**src/hw/rtl/pic_pkg.sv**
```systemverilog
// Package for the eight-line interrupt controller: request codes, command bits and helpers.
`default_nettype none

package pic_pkg;

  // Request kinds carried in the slave tuser
  typedef enum logic [1:0] {
    REQ_WRITE = 2'd0,
    REQ_READ  = 2'd1,
    REQ_ACK   = 2'd2,
    REQ_TICK  = 2'd3
  } req_type_e;

  // Port select
  localparam logic PORT_CMD  = 1'b0;
  localparam logic PORT_DATA = 1'b1;

  // Initialisation sequence position
  typedef enum logic [1:0] {
    PH_IDLE    = 2'd0,
    PH_VECTOR  = 2'd1,
    PH_CASCADE = 2'd2,
    PH_MODE    = 2'd3
  } phase_e;

  // Command word bit positions and codes
  localparam int unsigned CmdInitBit = 4;
  localparam int unsigned Ocw3Bit    = 3;
  localparam int unsigned Ocw3RrBit  = 1;
  localparam int unsigned Ocw3RisBit = 0;
  localparam int unsigned InitModeBit = 0;
  localparam int unsigned InitSnglBit = 1;
  localparam logic [2:0] OCW2_NS_EOI = 3'b001;
  localparam logic [2:0] SPURIOUS_LEVEL = 3'd7;

  // Level code that means no bit is set
  localparam logic [3:0] LEVEL_NONE = 4'd8;

  // Index of the lowest set bit, LEVEL_NONE when none is set
  function automatic logic [3:0] lowest_set(input logic [7:0] v);
    logic [3:0] idx;
    idx = LEVEL_NONE;
    for (int i = 7; i >= 0; i--) begin
      if (v[i]) idx = 4'(i);
    end
    return idx;
  endfunction

  // Level that may be delivered now, LEVEL_NONE when none
  function automatic logic [3:0] eligible_level(input logic [7:0] req,
                                                input logic [7:0] mask,
                                                input logic [7:0] svc);
    logic [3:0] lvl;
    logic [3:0] isr;
    lvl = lowest_set(req & ~mask);
    isr = lowest_set(svc);
    return (lvl < isr) ? lvl : LEVEL_NONE;
  endfunction

endpackage

`default_nettype wire

```
**src/hw/rtl/programmable_interrupt_controller.sv**
```systemverilog
// Eight-line priority interrupt controller with a registered result stage.
// Each accepted request's result is registered and shows on m_axis from the edge that accepts it.
// Throughput: one request per cycle; s_axis_tready drops only while a result waits.
// All state and the next result come from one pass of logic over the state registers.
// Reset (rst_ni low, asynchronous) clears the state registers and the valid flag and leaves no result pending.
`default_nettype none

module programmable_interrupt_controller (
  input  wire logic        clk_i,
  input  wire logic        rst_ni,
  input  wire logic        s_axis_tvalid,
  output logic             s_axis_tready,
  input  wire logic [15:0] s_axis_tdata,  // [7:0] write_data, [15:8] request_lines
  input  wire logic [2:0]  s_axis_tuser,  // [1:0] req_type, [2] port_sel
  output logic             m_axis_tvalid,
  input  wire logic        m_axis_tready,
  output logic [23:0]      m_axis_tdata   // [7:0] read_data, [15:8] vector, [16] int_pending,
                                          // [17] spurious, [18] initialising, [23:19] zero
);
  import pic_pkg::*;

  // Controller state
  logic [7:0] req_q, req_d;
  logic [7:0] svc_q, svc_d;
  logic [7:0] mask_q, mask_d;
  logic [4:0] vec_up_q, vec_up_d;
  phase_e     phase_q, phase_d;
  logic       mode_exp_q, mode_exp_d;
  logic       single_q, single_d;
  logic [7:0] cascade_q, cascade_d;
  logic       rss_q, rss_d;
  logic [7:0] prev_q, prev_d;

  // Result register
  logic       out_valid_q;
  logic [7:0] rd_q, rd_d;
  logic [7:0] vec_q, vec_d;
  logic       pend_q, pend_d;
  logic       spur_q, spur_d;
  logic       init_q, init_d;

  logic       accept;
  req_type_e  kind;
  logic       port;
  logic [7:0] wdata;
  logic [7:0] lines;
  logic [3:0] ack_lvl;
  logic [7:0] ack_bit;

  assign kind  = req_type_e'(s_axis_tuser[1:0]);
  assign port  = s_axis_tuser[2];
  assign wdata = s_axis_tdata[7:0];
  assign lines = s_axis_tdata[15:8];

  // Take a new request whenever the result slot is free or being drained
  assign s_axis_tready = !out_valid_q || m_axis_tready;
  assign accept        = s_axis_tvalid && s_axis_tready;

  assign ack_lvl = eligible_level(req_q, mask_q, svc_q);
  assign ack_bit = 8'(1) << ack_lvl[2:0];

  // Next state and result for the request on the slave side
  always_comb begin
    req_d      = req_q;
    svc_d      = svc_q;
    mask_d     = mask_q;
    vec_up_d   = vec_up_q;
    phase_d    = phase_q;
    mode_exp_d = mode_exp_q;
    single_d   = single_q;
    cascade_d  = cascade_q;
    rss_d      = rss_q;
    prev_d     = prev_q;
    rd_d       = 8'd0;
    vec_d      = 8'd0;
    spur_d     = 1'b0;

    unique case (kind)
      REQ_WRITE: begin
        if (port == PORT_CMD) begin
          if (wdata[CmdInitBit]) begin
            mask_d     = 8'd0;
            rss_d      = 1'b0;
            mode_exp_d = wdata[InitModeBit];
            single_d   = wdata[InitSnglBit];
            phase_d    = PH_VECTOR;
          end else if (wdata[Ocw3Bit]) begin
            if (wdata[Ocw3RrBit]) rss_d = wdata[Ocw3RisBit];
          end else if (wdata[7:5] == OCW2_NS_EOI) begin
            // Drop the lowest set in-service bit
            svc_d = svc_q & (svc_q - 8'd1);
          end
        end else begin
          unique case (phase_q)
            PH_VECTOR: begin
              vec_up_d = wdata[7:3];
              if (!single_q)       phase_d = PH_CASCADE;
              else if (mode_exp_q) phase_d = PH_MODE;
              else                 phase_d = PH_IDLE;
            end
            PH_CASCADE: begin
              cascade_d = wdata;
              phase_d   = mode_exp_q ? PH_MODE : PH_IDLE;
            end
            PH_MODE: phase_d = PH_IDLE;
            default: mask_d = wdata;
          endcase
        end
      end
      REQ_READ: begin
        if (port == PORT_CMD) rd_d = rss_q ? svc_q : req_q;
        else                  rd_d = mask_q;
      end
      REQ_ACK: begin
        if (ack_lvl != LEVEL_NONE) begin
          svc_d = svc_q | ack_bit;
          req_d = req_q & ~ack_bit;
          vec_d = {vec_up_q, ack_lvl[2:0]};
        end else begin
          vec_d  = {vec_up_q, SPURIOUS_LEVEL};
          spur_d = 1'b1;
        end
      end
      default: begin
        // Latch rising edges, drop withdrawn lines
        req_d  = (req_q | (lines & ~prev_q)) & lines;
        prev_d = lines;
      end
    endcase

    pend_d = (eligible_level(req_d, mask_d, svc_d) != LEVEL_NONE);
    init_d = (phase_d != PH_IDLE);
  end

  // Hold controller state, advance on each accepted request
  always_ff @(posedge clk_i or negedge rst_ni) begin
    if (!rst_ni) begin
      req_q      <= 8'd0;
      svc_q      <= 8'd0;
      mask_q     <= 8'd0;
      vec_up_q   <= 5'd0;
      phase_q    <= PH_IDLE;
      mode_exp_q <= 1'b0;
      single_q   <= 1'b0;
      cascade_q  <= 8'd0;
      rss_q      <= 1'b0;
      prev_q     <= 8'd0;
    end else if (accept) begin
      req_q      <= req_d;
      svc_q      <= svc_d;
      mask_q     <= mask_d;
      vec_up_q   <= vec_up_d;
      phase_q    <= phase_d;
      mode_exp_q <= mode_exp_d;
      single_q   <= single_d;
      cascade_q  <= cascade_d;
      rss_q      <= rss_d;
      prev_q     <= prev_d;
    end
  end

  // Result valid flag
  always_ff @(posedge clk_i or negedge rst_ni) begin
    if (!rst_ni) begin
      out_valid_q <= 1'b0;
    end else if (accept) begin
      out_valid_q <= 1'b1;
    end else if (m_axis_tready) begin
      out_valid_q <= 1'b0;
    end
  end

  // Result payload
  always_ff @(posedge clk_i) begin
    if (accept) begin
      rd_q   <= rd_d;
      vec_q  <= vec_d;
      pend_q <= pend_d;
      spur_q <= spur_d;
      init_q <= init_d;
    end
  end

  assign m_axis_tvalid = out_valid_q;
  assign m_axis_tdata  = {5'd0, init_q, spur_q, pend_q, vec_q, rd_q};

  // At most one level enters service per request
  assert property (@(posedge clk_i) disable iff (!rst_ni)
    accept |-> ($countones(svc_d & ~svc_q) <= 1))
    else $error("more than one in-service bit set by one request");

  // An acknowledge never raises a request bit
  assert property (@(posedge clk_i) disable iff (!rst_ni)
    (accept && kind == REQ_ACK) |-> ((req_d & ~req_q) == 8'd0))
    else $error("acknowledge raised a request bit");

  // A spurious result carries level seven
  assert property (@(posedge clk_i) disable iff (!rst_ni)
    (out_valid_q && spur_q) |-> (vec_q[2:0] == SPURIOUS_LEVEL))
    else $error("spurious vector without level seven");

  // Initialising flag of a fresh result follows the sequence state
  assert property (@(posedge clk_i) disable iff (!rst_ni)
    accept |=> (init_q == (phase_q != PH_IDLE)))
    else $error("initialising flag out of step with sequence");

endmodule

`default_nettype wire

```
**config.mk**
```make
export PLATFORM = sky130hd
export DESIGN_NAME = programmable_interrupt_controller
export DESIGN_NICKNAME = d
export VERILOG_FILES = /design/src/hw/rtl/pic_pkg.sv /design/src/hw/rtl/programmable_interrupt_controller.sv
export SDC_FILE = /design/constraint.sdc
export NUM_CORES = 1
export LEC_CHECK = 0
export ABC_AREA = 1
export BUFFER_PORTS_ARGS = -buffer_cell sky130_fd_sc_hd__clkbuf_2
export CORE_MARGIN = 10
export CORE_UTILIZATION = 40
export DETAILED_ROUTE_END_ITERATION = 7
export SETUP_SLACK_MARGIN = 0.3
export SYNTH_ARGS = -nofsm -noshare
export SYNTH_HDL_FRONTEND = slang
export SYNTH_SLANG_ARGS = --single-unit
```
**constraint.sdc**
```tcl
create_clock -name clk_i -period 3.6 [get_ports clk_i]
set_input_delay 0.18 -clock clk_i [delete_from_list [all_inputs] [get_ports clk_i]]
set_output_delay 0.18 -clock clk_i [all_outputs]
set_load 0.1 [all_outputs]
```
Word level (Yosys, flattened, before mapping):

Cells that the tools add are included.

* bitwise logic cells: 14
* reduce and logical (&&, ||, !) cells: 15
* mux-type cells: 61
* magnitude comparators: 2
* shift operators: 1
* equal/unequal tests: 8
* add/subtract/negate cells: 1

Operators by type and width (number)
* $mux W4: 34
* $mux W8: 12
* $and A8 B8 Y8: 6
* $not A8 Y8: 4
* $pmux W8 S2: 2
* $or A8 B8 Y8: 2
* $mux W2: 5
* $lt A4 B4 Y1: 2
* $ne A4 B4 Y1 const B: 2
* $reduce_and A4 Y1: 2
* $reduce_bool A2 Y1: 4
* $shl A1 B3 Y8 const A: 1
* $sub A8 B1 Y8 const B: 1
* $eq A2 B2 Y1 const B: 3
* $mux W1: 6
* $pmux W2 S3: 1
* $reduce_or A3 Y1: 2
* $reduce_and A5 Y1: 1
* $eq A2 B1 Y1 const B: 2
* $eq A3 B1 Y1 const B: 1
* $mux W3: 1
* $logic_not A2 Y1: 1
* $not A1 Y1: 2
* $reduce_and A2 Y1: 1
* 4 further kinds: 4

* word-level logic and storage cells: 117
* output and inout bits: 26
* bits of input ports: 23
* register bits: 62

Depth between registers and ports, before layout:

* word-level depth: 29
* mapped depth: 30
* mapped depth without buffers: 30

Worst setup path after synthesis:

OpenSTA, ideal clock, no wires.

* path type: reg-to-reg
* from: reg out_valid_q (netlist: m_axis_tvalid)
* to: reg init_q (enable)
* setup slack: 0.485 ns
* path buffers: 1
* arrival: 2.726 ns
* cell stages (with the launch flop): 5
* library setup time: 0.388 ns
* required time: 3.212 ns
* period minus slack after synthesis: 3.115 ns
* cells stage by stage: dfrtp_1 > nand2_1 > nand2_1 > clkinv_1 > clkbuf_1

* cells in the longest elaborated chain, start to end: 3

RTL lines
* from (decl): RTL line programmable_interrupt_controller.sv:35 `logic out_valid_q;`
* from (signal assigned): RTL line programmable_interrupt_controller.sv:165 `out_valid_q <= 1'b0;`
* from (signal assigned): RTL line programmable_interrupt_controller.sv:167 `out_valid_q <= 1'b1;`
* from (signal assigned): RTL line programmable_interrupt_controller.sv:169 `out_valid_q <= 1'b0;`
* $logic_not A1 Y1: RTL line programmable_interrupt_controller.sv:56 `assign s_axis_tready = !out_valid_q || m_axis_tready;`
* $logic_or A1 B1 Y1: RTL line programmable_interrupt_controller.sv:56
* net s_axis_tready: RTL line programmable_interrupt_controller.sv:12 `output logic s_axis_tready,`
* $logic_and A1 B1 Y1: RTL line programmable_interrupt_controller.sv:57 `assign accept = s_axis_tvalid && s_axis_tready;`
* net accept: RTL line programmable_interrupt_controller.sv:42 `logic accept;`
* to (signal assigned): RTL line programmable_interrupt_controller.sv:180 `init_q <= init_d;`
* to (decl): RTL line programmable_interrupt_controller.sv:40 `logic init_q, init_d;`

The timed path passes the listed nets, and every way through them passes these cells.
A chain may end at the register's enable or synchronous reset.

Worst setup path in the final report:

* from: reg svc_q[1]
* to: reg pend_q (data pin)

* cells in the longest elaborated chain, start to end: 21
* elaborated cells between the ends (all ways): 39
* classes of those cells: add/sub (1); order compare (2); eq/ne (2); shift (1); mux (28); bitwise (5)

RTL lines
* from (decl): RTL line programmable_interrupt_controller.sv:24 `logic [7:0] svc_q, svc_d;`
* from (signal assigned): RTL line programmable_interrupt_controller.sv:150 `svc_q <= svc_d;`
* $mux W4 (2 in series): RTL line pic_pkg.sv:44 `if (v[i]) idx = 4'(i);`
* $lt A4 B4 Y1: RTL line pic_pkg.sv:57 `return (lvl < isr) ? lvl : LEVEL_NONE;`
* $mux W4: RTL line pic_pkg.sv:57
* $shl A1 B3 Y8: RTL line programmable_interrupt_controller.sv:60 `assign ack_bit = 8'(1) << ack_lvl[2:0];`
* $not A8 Y8: RTL line programmable_interrupt_controller.sv:117 `req_d = req_q & ~ack_bit;`
* $and A8 B8 Y8: RTL line programmable_interrupt_controller.sv:117
* $mux W8: RTL line programmable_interrupt_controller.sv:115 `if (ack_lvl != LEVEL_NONE) begin`
* $pmux W8 S2: RTL line programmable_interrupt_controller.sv:78 `unique case (kind)`
* $and A8 B8 Y8: RTL line pic_pkg.sv:55 `lvl = lowest_set(req & ~mask);`
* $mux W4 (8 in series): RTL line pic_pkg.sv:44
* $lt A4 B4 Y1: RTL line pic_pkg.sv:57
* $mux W4 (*): RTL line pic_pkg.sv:57
* $ne A4 B4 Y1 (*): RTL line programmable_interrupt_controller.sv:131 `pend_d = (eligible_level(req_d, mask_d, svc_d) != LEVEL_NONE);`
* net pend_d: RTL line programmable_interrupt_controller.sv:38 `logic pend_q, pend_d;`
* to (signal assigned): RTL line programmable_interrupt_controller.sv:178 `pend_q <= pend_d;`
* to (decl): RTL line programmable_interrupt_controller.sv:38

Mark *: on every way through the listed nets, which the timed path passes. The rest lies on a longest branch.

==> results.md <==
- Layout cells sized above 1: 31.6%
- Most used cell, CP: nand2_2
- Unrepaired setup endpoints after global routing: true
- Routed Antenna Nets: 0
- Share of the synthesized area in the top cell type: between 20% and 30%
- Fin. Hold Viols: 0
- Final worst-path cycle share: between 90% and 100%
- Netlist cell types: 35
- Slew headroom: a little over two fifths
- Commonest cells post-synth: nand2_1 (134), inv_1 (65), o21ai_0 (57)
- Clk pwr share: between 10% and 20%
- Chip Width: 117 um
- CTS root buffer: clkbuf_8
- Final hold slack: 0.0912 ns
- Critical-path maximum fanout: 5
- Total gr overflow: 0
- Mean post-synth cell area: 7.51 sq um
- Synth Area in Compound Gates: 17.0%
- Post-Synth Adder-Cell Area: 1.66%
- Largest area contributor in the netlist: dfrtp_1
- Mux contribution to synthesized area: about 2.4%
- Detailed-route via count: between 3000 and 4000
- Routed len/inst: 16.1 um
- Post-DR vias/cell: just over 5
- VDD IR max: 0.389 mV
- Max Root-Sink Buffers: 2
- Metal2 WL: 5110 um
- Synth Area in Simple Gates: 24.8%
- Logic pwr share: 63.0%
- Vias in the first global route: 3389
- Clock sinks: between 60 and 70
- Final nets: ~600
- Reg2reg setup slack: approximately 0.34 ns
- Chip height: around 120 um
- Synth Warn #: 0
- Sw frac: between 40% and 50%
- Worst Tran Pin Value: between 0.8 and 0.9 ns
- Critical-path top delay cell: dfrtp_1
- Worst r2r path cells: 21
- Antenna violations before repair: 0
- Syn Inst Count: 502
- Post-Synth XOR/XNOR Area: 0%
- Overall global routing resource usage: ~16%
- Largest family of logic cells by synthesized area: simple AND/OR/NAND/NOR gates
- Residual DRC: 0
- Setup crit start kind: flip-flop
- Post-Syn Area: about 3800 sq um
- Worst EP required: roughly 3.7 ns
- Core ar.: approximately 9000 sq um
- Hold Crit Start: s_axis_tdata[8]
- Crit path time final: roughly 3.3 ns
- Setup TNS: 0 ns
- Num rows: 35
- Worst hold endpoint: prev_q[0]$_DFFE_PN0P_
- Initial DRC Count: roughly 240
- Number of synthesized flops with an enable pin: 19
- Met3 routed WL: about 650 um
- Pin count of the biggest net entering global routing: 52
- Count of pins over their slew limit: 0
- HP Class: in2reg
- DRT Pass-1 Iters: 4
- Max layer used: met4
- RD Place Congestion: 0.945
- Reg2reg start: svc_q[1]$_DFFE_PN0P_
- Initial core utilization: approximately two fifths
- Internal Power: approximately 2.6 mW
- Flop pwr share: between 20% and 30%
- Synth top area cells: dfrtp_1 (29%), edfxtp_1 (15%), nand2_1 (13%)
- Setup crit end kind: flip-flop
- Status: finished clean
- Ys flop type: dfrtp_1
- CTS tree: yes
- Layout area overhead: 26.7%
- Max Cap Viol: 0
- DP HPWL: between 8000 and 9000 um
- CTS clk-pin slew, worst paths: ~0.070 ns
- H-tree depth: 3
- Asr flop ratio synth: slightly below 70%
- Worst EP arrival: ~3.4 ns
- Clock latency on the worst-skew pair: 0.35 ns
- Sequential fraction of the synthesis area: a little over two fifths
- Routed WL: approximately 11000 um
- Number of antenna repair diodes: 0
- Leakage: between 2 and 2.5 nW
- Crit path cell chain: nor2_2 > nand2_2 > nor2_4 > nand3_2 > ha_4 > nor3b_4 > nand2_4 > nand2_4 > nor2_4 > inv_4 > nand2_2 > o211ai_1 > nand2_1 > nand2_2 > nand2_2 > a31oi_2 > nor2_1 > ha_1 > nand2_1 > nand2_1 > a21oi_2
- Max stage delay on crit path: ~0.42 ns
- Pwr Total: between 4 and 5 mW
- Flops & latches, synth: slightly above 60
- Most frequent cell after synthesis: nand2_1
- IO Count: 49
- Sw Pwr: 2.38 mW
- First-pass GRT wire length: around 17000 um
- F_max: ~0.3 GHz
- FF-to-FF End: pend_q$_DFFE_PP_
- Hold Path Depth: 2
- Setup Viol. Count Final: 0
- Port Buf Inserts: between 40 and 50
- CTS Buf Count: 9
- P per Cell Area: 1040 nW/um^2
- Die area: roughly 14000 sq um
- Setup Skew: roughly 0.012 ns
- Kind of critical path: reg2reg
- Met1 wire length: 5140 um
## flip-flops by register name (all words and copies together), names as in the netlist, 2 cells and up
| name | count |
|---|---|
| vec_q | 8 |
| mask_q | 8 |
| phase_q | 2 |
| vec_up_q | 5 |
| rd_q | 8 |
| req_q | 8 |
| prev_q | 8 |
| svc_q | 8 |
## routing by layer
metal	up-vias	GRT usage, %
li1	1763	-
met1	1642	21.3
met2	99	26.2
met3	19	3.06
met4	0	4.86
met5	-	0
## power by group through the flow
stage / Sequential (mW) / Clock [mW] / Combinational (mW)
floorplan: 1.22 / 0 / 1.60
global placement: 1.08 / 0 / 2.27
detailed placement: 1.09 / 0 / 2.29
CTS: 1.07 / 0.762 / 2.46
global route: 1.11 / 0.787 / 3.40
finish: 1.09 / 0.748 / 3.12
## cells by family (layout without fill, tap and decap cells)
kind of cell	Yosys count	after routing
DFF	62	62
AOI/OAI and AO/OA	113	113
other	1	5
buffers and inverters	96	169
adders and majority gates	5	5
and+or+nand+nor	217	217
muxes	8	8
## layout by cell type (no fill, tap or decap), types with 3 or more instances in the layout
| cell type | n |
|---|---|
| nand2_1 | 116 |
| inv_1 | 63 |
| o21ai_0 | 52 |
| clkbuf_2 | 43 |
| dfrtp_1 | 38 |
| buf_4 | 30 |
| nor2_1 | 28 |
| nand2_2 | 24 |
| a21oi_1 | 21 |
| edfxtp_1 | 19 |
| inv_2 | 13 |
| nand3_1 | 12 |
| clkbuf_8 | 11 |
| nor2_4 | 9 |
| o22ai_1 | 8 |
| nor3_1 | 8 |
| mux2_2 | 8 |
| a21oi_2 | 7 |
| nor2_2 | 5 |
| nand2_4 | 5 |
| o211ai_1 | 5 |
| conb_1 | 5 |
| dfrtp_2 | 5 |
| o21ai_1 | 4 |
| a31oi_1 | 4 |
| o21ai_2 | 3 |
| nand3_2 | 3 |
| ha_1 | 3 |
## critical path, delay by kind of cell (launching register included)
| family | cells | cell delay, ns |
|---|---|---|
| AO/OA/AOI/OAI | 3 | 0.41 |
| flip-flops | 1 | 0.42 |
| adder cells (fa/ha/maj) | 2 | 0.57 |
| AND/OR/NAND/NOR | 15 | 1.53 |
| buffers and inverters | 1 | 0.09 |
## per-stage QoR
step,worst slack (ns),utilization [%],std cells,cell area (sq um)
finish,0.340,51.9,690,4770
global route,0.157,51.9,690,4770
CTS,0.300,48.3,672,4440
detailed placement,0.0926,44.7,651,4110
global placement,0.160,44.7,651,4110
floorplan,0.485,-,506,3780
## layout make-up
| class | count | area, sq um |
|---|---|---|
| inverter | 78 | 295 |
| fill | 928 | 4420 |
| timing repair buffer | 75 | 462 |
| sequential | 62 | 1650 |
| multi-input combinational | 348 | 1980 |
| clock buffer | 14 | 184 |
| tap | 111 | 139 |
| clock inverter | 2 | 60.1 |
## repair_timing
item | in CTS | in global routing
endpoints found under the setup margin | 1 | 1
pin swaps | 5 | 29
buffers inserted | 4 | 18
hold endpoints to repair | 43 | 0
hold buffers | 1 | 0
resized for setup | 16 | 52
## worst max-delay path by stage
stage | cells after the start | from | end | slack, ns
2_1_floorplan | 4 | m_axis_tvalid$_DFFE_PN0P_ | init_q$_DFFE_PP_ | 0.49
3_3_place_gp | 20 | svc_q[0]$_DFFE_PN0P_ | pend_q$_DFFE_PP_ | 0.16
3_5_place_dp | 20 | svc_q[0]$_DFFE_PN0P_ | pend_q$_DFFE_PP_ | 0.09
4_1_cts | 23 | svc_q[5]$_DFFE_PN0P_ | pend_q$_DFFE_PP_ | 0.30
5_1_grt | 22 | svc_q[1]$_DFFE_PN0P_ | pend_q$_DFFE_PP_ | 0.16
6_report | 21 | svc_q[1]$_DFFE_PN0P_ | pend_q$_DFFE_PP_ | 0.34
Note: power is estimated with default switching activity, not from simulation.
